File: config.mk
export PLATFORM = sky130hd
export DESIGN_NAME = swoc_ring
export DESIGN_NICKNAME = d
export VERILOG_FILES = /design/src/sv/swoc_pkg.sv /design/src/sv/swoc_ring.sv
export SDC_FILE = /design/constraint.sdc
export NUM_CORES = 2
export LEC_CHECK = 0
export BUFFER_PORTS_ARGS = -buffer_cell sky130_fd_sc_hd__buf_2
export CELL_PAD_IN_SITES_DETAIL_PLACEMENT = 1
export CELL_PAD_IN_SITES_GLOBAL_PLACEMENT = 1
export CORE_MARGIN = 2
export CORE_UTILIZATION = 40
export CTS_BUF_LIST = sky130_fd_sc_hd__clkbuf_4 sky130_fd_sc_hd__clkbuf_8 sky130_fd_sc_hd__clkbuf_16
export CTS_CLUSTER_DIAMETER = 200
export DETAILED_ROUTE_END_ITERATION = 12
export PLACE_DENSITY_LB_ADDON = 0.08
export SLEW_MARGIN = 10
export SYNTH_ARGS = -nofsm -noshare
export SYNTH_HDL_FRONTEND = slang
export SYNTH_SLANG_ARGS = --single-unit
File: constraint.sdc
create_clock -name i_clk -period 6.4 [get_ports i_clk]
set_input_delay 1.28 -clock i_clk [delete_from_list [all_inputs] [get_ports i_clk]]
set_output_delay 1.28 -clock i_clk [all_outputs]
set_load 0.02 [all_outputs]
File: src/sv/swoc_pkg.sv
package swoc_pkg;

    // Default ring depth
    localparam int SWOC_DEPTH = 64;

    // Field widths
    localparam int TIME_W = 32;
    localparam int VAL_W  = 32;
    localparam int HITS_W = 32;
    localparam int CFG_W  = 32;
    localparam int CIDX_W = 2;

    // Aggregate mode codes
    localparam logic [1:0] MODE_MEAN = 2'd0;
    localparam logic [1:0] MODE_MIN  = 2'd1;
    localparam logic [1:0] MODE_MAX  = 2'd2;

    // Register indexes
    localparam logic [CIDX_W-1:0] REG_AGG_MODE = 2'd0;
    localparam logic [CIDX_W-1:0] REG_REL_GT   = 2'd1;
    localparam logic [CIDX_W-1:0] REG_WIN_LEN  = 2'd2;

    typedef enum logic [3:0] {
        S_IDLE,
        S_EXP_RD,
        S_EXP_CHK,
        S_AGG,
        S_MEAN,
        S_SCAN_RD,
        S_SCAN_CMP,
        S_EXT_CMP,
        S_STORE,
        S_OVF,
        S_WR,
        S_DONE
    } t_state;

endpackage

File: src/sv/swoc_ring.sv
module swoc_ring #(
    parameter int DEPTH = swoc_pkg::SWOC_DEPTH,
    localparam int AW = (DEPTH > 1) ? $clog2(DEPTH) : 1
) (
    input  logic                              i_clk,
    input  logic                              i_wr_en,
    input  logic [AW-1:0]                     i_wr_addr,
    input  logic [swoc_pkg::TIME_W-1:0]       i_wr_time,
    input  logic signed [swoc_pkg::VAL_W-1:0] i_wr_val,
    input  logic [AW-1:0]                     i_rd_addr,
    output logic [swoc_pkg::TIME_W-1:0]       o_rd_time,
    output logic signed [swoc_pkg::VAL_W-1:0] o_rd_val
);
    logic [swoc_pkg::TIME_W-1:0]       r_times [DEPTH];
    logic signed [swoc_pkg::VAL_W-1:0] r_vals  [DEPTH];

    // Write port
    always_ff @(posedge i_clk) begin
        if (i_wr_en) begin
            r_times[i_wr_addr] <= i_wr_time;
            r_vals[i_wr_addr]  <= i_wr_val;
        end
    end

    // Registered read port
    always_ff @(posedge i_clk) begin
        o_rd_time <= r_times[i_rd_addr];
        o_rd_val  <= r_vals[i_rd_addr];
    end
endmodule

==> results_dict.tcl <==
set metrics [dict create \
    status "completed" \
    critical_path_peak_fanout 40 \
    postSynthRegisterBits 4160 \
    global_route.usage.total 0.256 \
    synth_top_area_share 0.789 \
    net-switching-power_uw 12800 \
    placement_rows 229 \
    avgSynthCellArea_um2 24.0 \
    yosysWarnings 0 \
    fmaxAchievable_mhz 260 \
    cp_data_arrival_time_ns 4.76 \
    number_of_remaining_drc_errors 0 \
    cts.sink_count 4160 \
    drv.max_cap_violation_count 0 \
    timing.clock.skew_ns 0.0520 \
    fp.dieW_um 628 \
    syn_area_mm2 0.156 \
    critPathLaunchType "primary input" \
    global_route_wire_length_before_repair_um 692000 \
    final_critical_path_setup_slack_ns 2.55 \
    route.detailed.vias_per_inst 6.07 \
    kind_of_capture_point_of_the_worst_setup_path "flip-flop" \
    antenna_violating_nets_post_route 0 \
    layout_min_cycle_time_ns 3.85 \
    ys_async_sr_fraction 0 \
    post_route_cells_drive_above_1_share 0.309 \
    clock_tree.buffer_depth 4 \
    power.share.sequential 0.509 \
    first_global_vias 79100 \
    p_clk_frac 0.445 \
    cts_tree "built" \
    grt_start_max_net_pins 95 \
    holdCritPathClass "primary input to flip-flop" \
    total_iterations_of_the_first_detailed_routing_run 5 \
    max_vdd_drop_mv 0.255 \
    netlist_top_cells_area "edfxtp_1 (79%), mux4_2 (15%), a22oi_1 (1.2%)" \
    ys.flop_type "edfxtp_1" \
    setup_viol_count_final 0 \
    p_leak_uw 0.0560 \
    routedWlPerCell_um 40.5 \
    multi_input_area_mm2 0.0302 \
    io_buffer_count 141 \
    syn2layout_area_growth_pct 15.4 \
    power_frac_comb 0.046 \
    post_synth_inst_count 6505 \
    detailedPlace.worstSlack_ns 1.62 \
    ctsHtreeMaxLevel 5 \
    drt_iter0_markers 9724 \
    switching_share 0.214 \
    max_slew_margin 0.176 \
    dieArea_mm2 0.395 \
    setup.reg_to_reg.worst_slack_ns 4.00 \
    worstSetupPathType "primary input to flip-flop" \
    clock_tree.root_cell "clkbuf_16" \
    vias 76300 \
    postCtsSetupRepairBufs 0 \
    tightestPinTransition_ns 1.24 \
    synth_enable_flop_cells 4096 \
    required_ns 7.31 \
    top_level_ports 142 \
    grt_antenna_before_repair 57 \
    clock_latency_ns 0.99 \
    post_synth_num_cell_types 30 \
    overflow 0 \
    cts_hold_buf 0 \
    die_height_um 628 \
    path_clk_slew_ns 0.06 \
    place_congestion 0.762 \
    hold_viol 0 \
    ys_seq_area_frac 0.797 \
    drt-total-wl_um 509000 \
    synth_top_area_cell "edfxtp_1" \
    floorplan.initialDensity 0.401 \
    timing_max_transition_violations_final 0 \
    min_period_over_period 0.602 \
    fin_tns_setup_ns 0 \
    cts_made_buffers 443 \
    number_of_fill_cells_in_the_layout 34300 \
    cell_area_power_density_mw_per_mm2 331 \
    regArea_mm2 0.124 \
    synth_fp_nets 6583 \
    core_area_mm2 0.389 \
    finalNetCount 7063 \
    cell_internal_pwr_uw 46800 \
    cts.repair.resized 0 \
    place_hpwl_um 275000 \
    grt_setup_unrepaired "false" \
]
==> final timing paths <==
path | from | to | cells past startpoint
worst max register to register | r_vals[63][15] | o_rd_val[15] | 4
worst min-delay path | i_wr_time[16] | r_times[61][16] | 1
worst max-delay path | i_rd_addr[1] | o_rd_val[29] | 6
worst min register to register | r_times[44][9] | o_rd_time[9] | 4
==> power by group through the flow <==
stage	combinational, µW	sequential (µW)	clock (µW)
after floorplan	1390	30900	0
after global placement	2770	30900	0
after detailed placement	2800	30900	0
after CTS	2810	30300	26900
after global routing	2930	30300	28000
final	2770	30300	26500
==> logic make-up (layout without fill, tap and decap cells) <==
group                  count (synthesis)  count (layout)  share of synthesized area
muxes                               1114            1114                      0.154
and+or+nand+nor                      278             278                    0.00831
AOI/OAI and AO/OA                    575             575                     0.0280
DFF                                 4160            4160                      0.797
buffers and inverters                378            1245                     0.0124
other                                  0               5                          0
==> layout make-up <==
| cell class | instances | share of cell area |
|---|---|---|
| Sequential cell | 4160 | 0.691 |
| Clock buffer | 605 | 0.0703 |
| Timing Repair Buffer | 412 | 0.0210 |
| Inverter | 1 | 0.0000209 |
| Tap cell | 5197 | 0.0362 |
| Clock inverter | 227 | 0.0136 |
| Antenna cell | 5 | 0.0000696 |
| Multi-Input combinational cell | 1967 | 0.168 |
==> layout by cell type, fill, tap and decap left out, types with 4 or more instances in the layout <==
cell and instances:
edfxtp_1 4096, mux4_2 1024, clkbuf_16 449, a22oi_1 256
buf_4 198, nand3_1 133, buf_2 132, clkbuf_4 117
o22ai_1 102, mux2i_1 90, buf_12 79, clkinv_1 74
clkinv_2 73, nor2_4 67, o221ai_1 64, o211a_1 64
dfxtp_1 64, a211oi_1 63, bufinv_16 46, nor2_1 43
clkbuf_8 39, a21oi_1 25, clkinvlp_4 11, inv_6 8
nand2_1 6, diode_2 5, nor2b_4 4, nand3b_1 4
inv_16 4, clkinv_8 4, clkinv_4 4
==> per-stage QoR <==
stage | utilization | hold WS, ns | power [µW] | std cells | instance area, µm²
global placement | 0.424 | 0.811 | 33700 | 11700 | 165000
global route | 0.463 | 0.726 | 61200 | 12600 | 180000
CTS | 0.463 | 0.830 | 60100 | 12600 | 180000
floorplan | - | 0.783 | 32300 | 6505 | 156000
finish | 0.463 | 0.741 | 59600 | 12600 | 180000
detailed placement | 0.424 | 0.819 | 33700 | 11700 | 165000
==> flip-flops by register name, summed over array words and instances, names as in the netlist <==
name       cells
r_vals      2048
o_rd_time     32
o_rd_val      32
r_times     2048
==> layer usage <==
metal / GRT usage / vias to the layer above / wire length, µm / share of wire
li1: - / 29300 / - / -
met1: 0.366 / 43300 / 214000 / 0.42
met2: 0.421 / 3130 / 249000 / 0.49
met3: 0.0358 / 610 / 34600 / 0.068
met4: 0.0523 / 12 / 10900 / 0.021
met5: 0 / - / 71 / 0.00014
==> synthesized netlist by cell type, types with 25 or more instances <==
library cell / instances
o211a_1: 64
edfxtp_1: 4096
buf_4: 50
dfxtp_1: 64
clkbuf_1: 140
nand3_1: 133
a21oi_1: 25
mux2i_1: 90
a22oi_1: 256
nor2_1: 110
o22ai_1: 102
a211oi_1: 63
buf_1: 29
mux4_2: 1024
buf_2: 136
o221ai_1: 64
==> worst max-delay path, stage by stage <==
cell and delay (ns):
buf_8 0.58, nand2b_4 0.86, buf_4 0.45, o221ai_1 0.41, a21oi_1 0.71, o211a_1 0.21
Note: power is estimated with default switching activity, not from simulation.
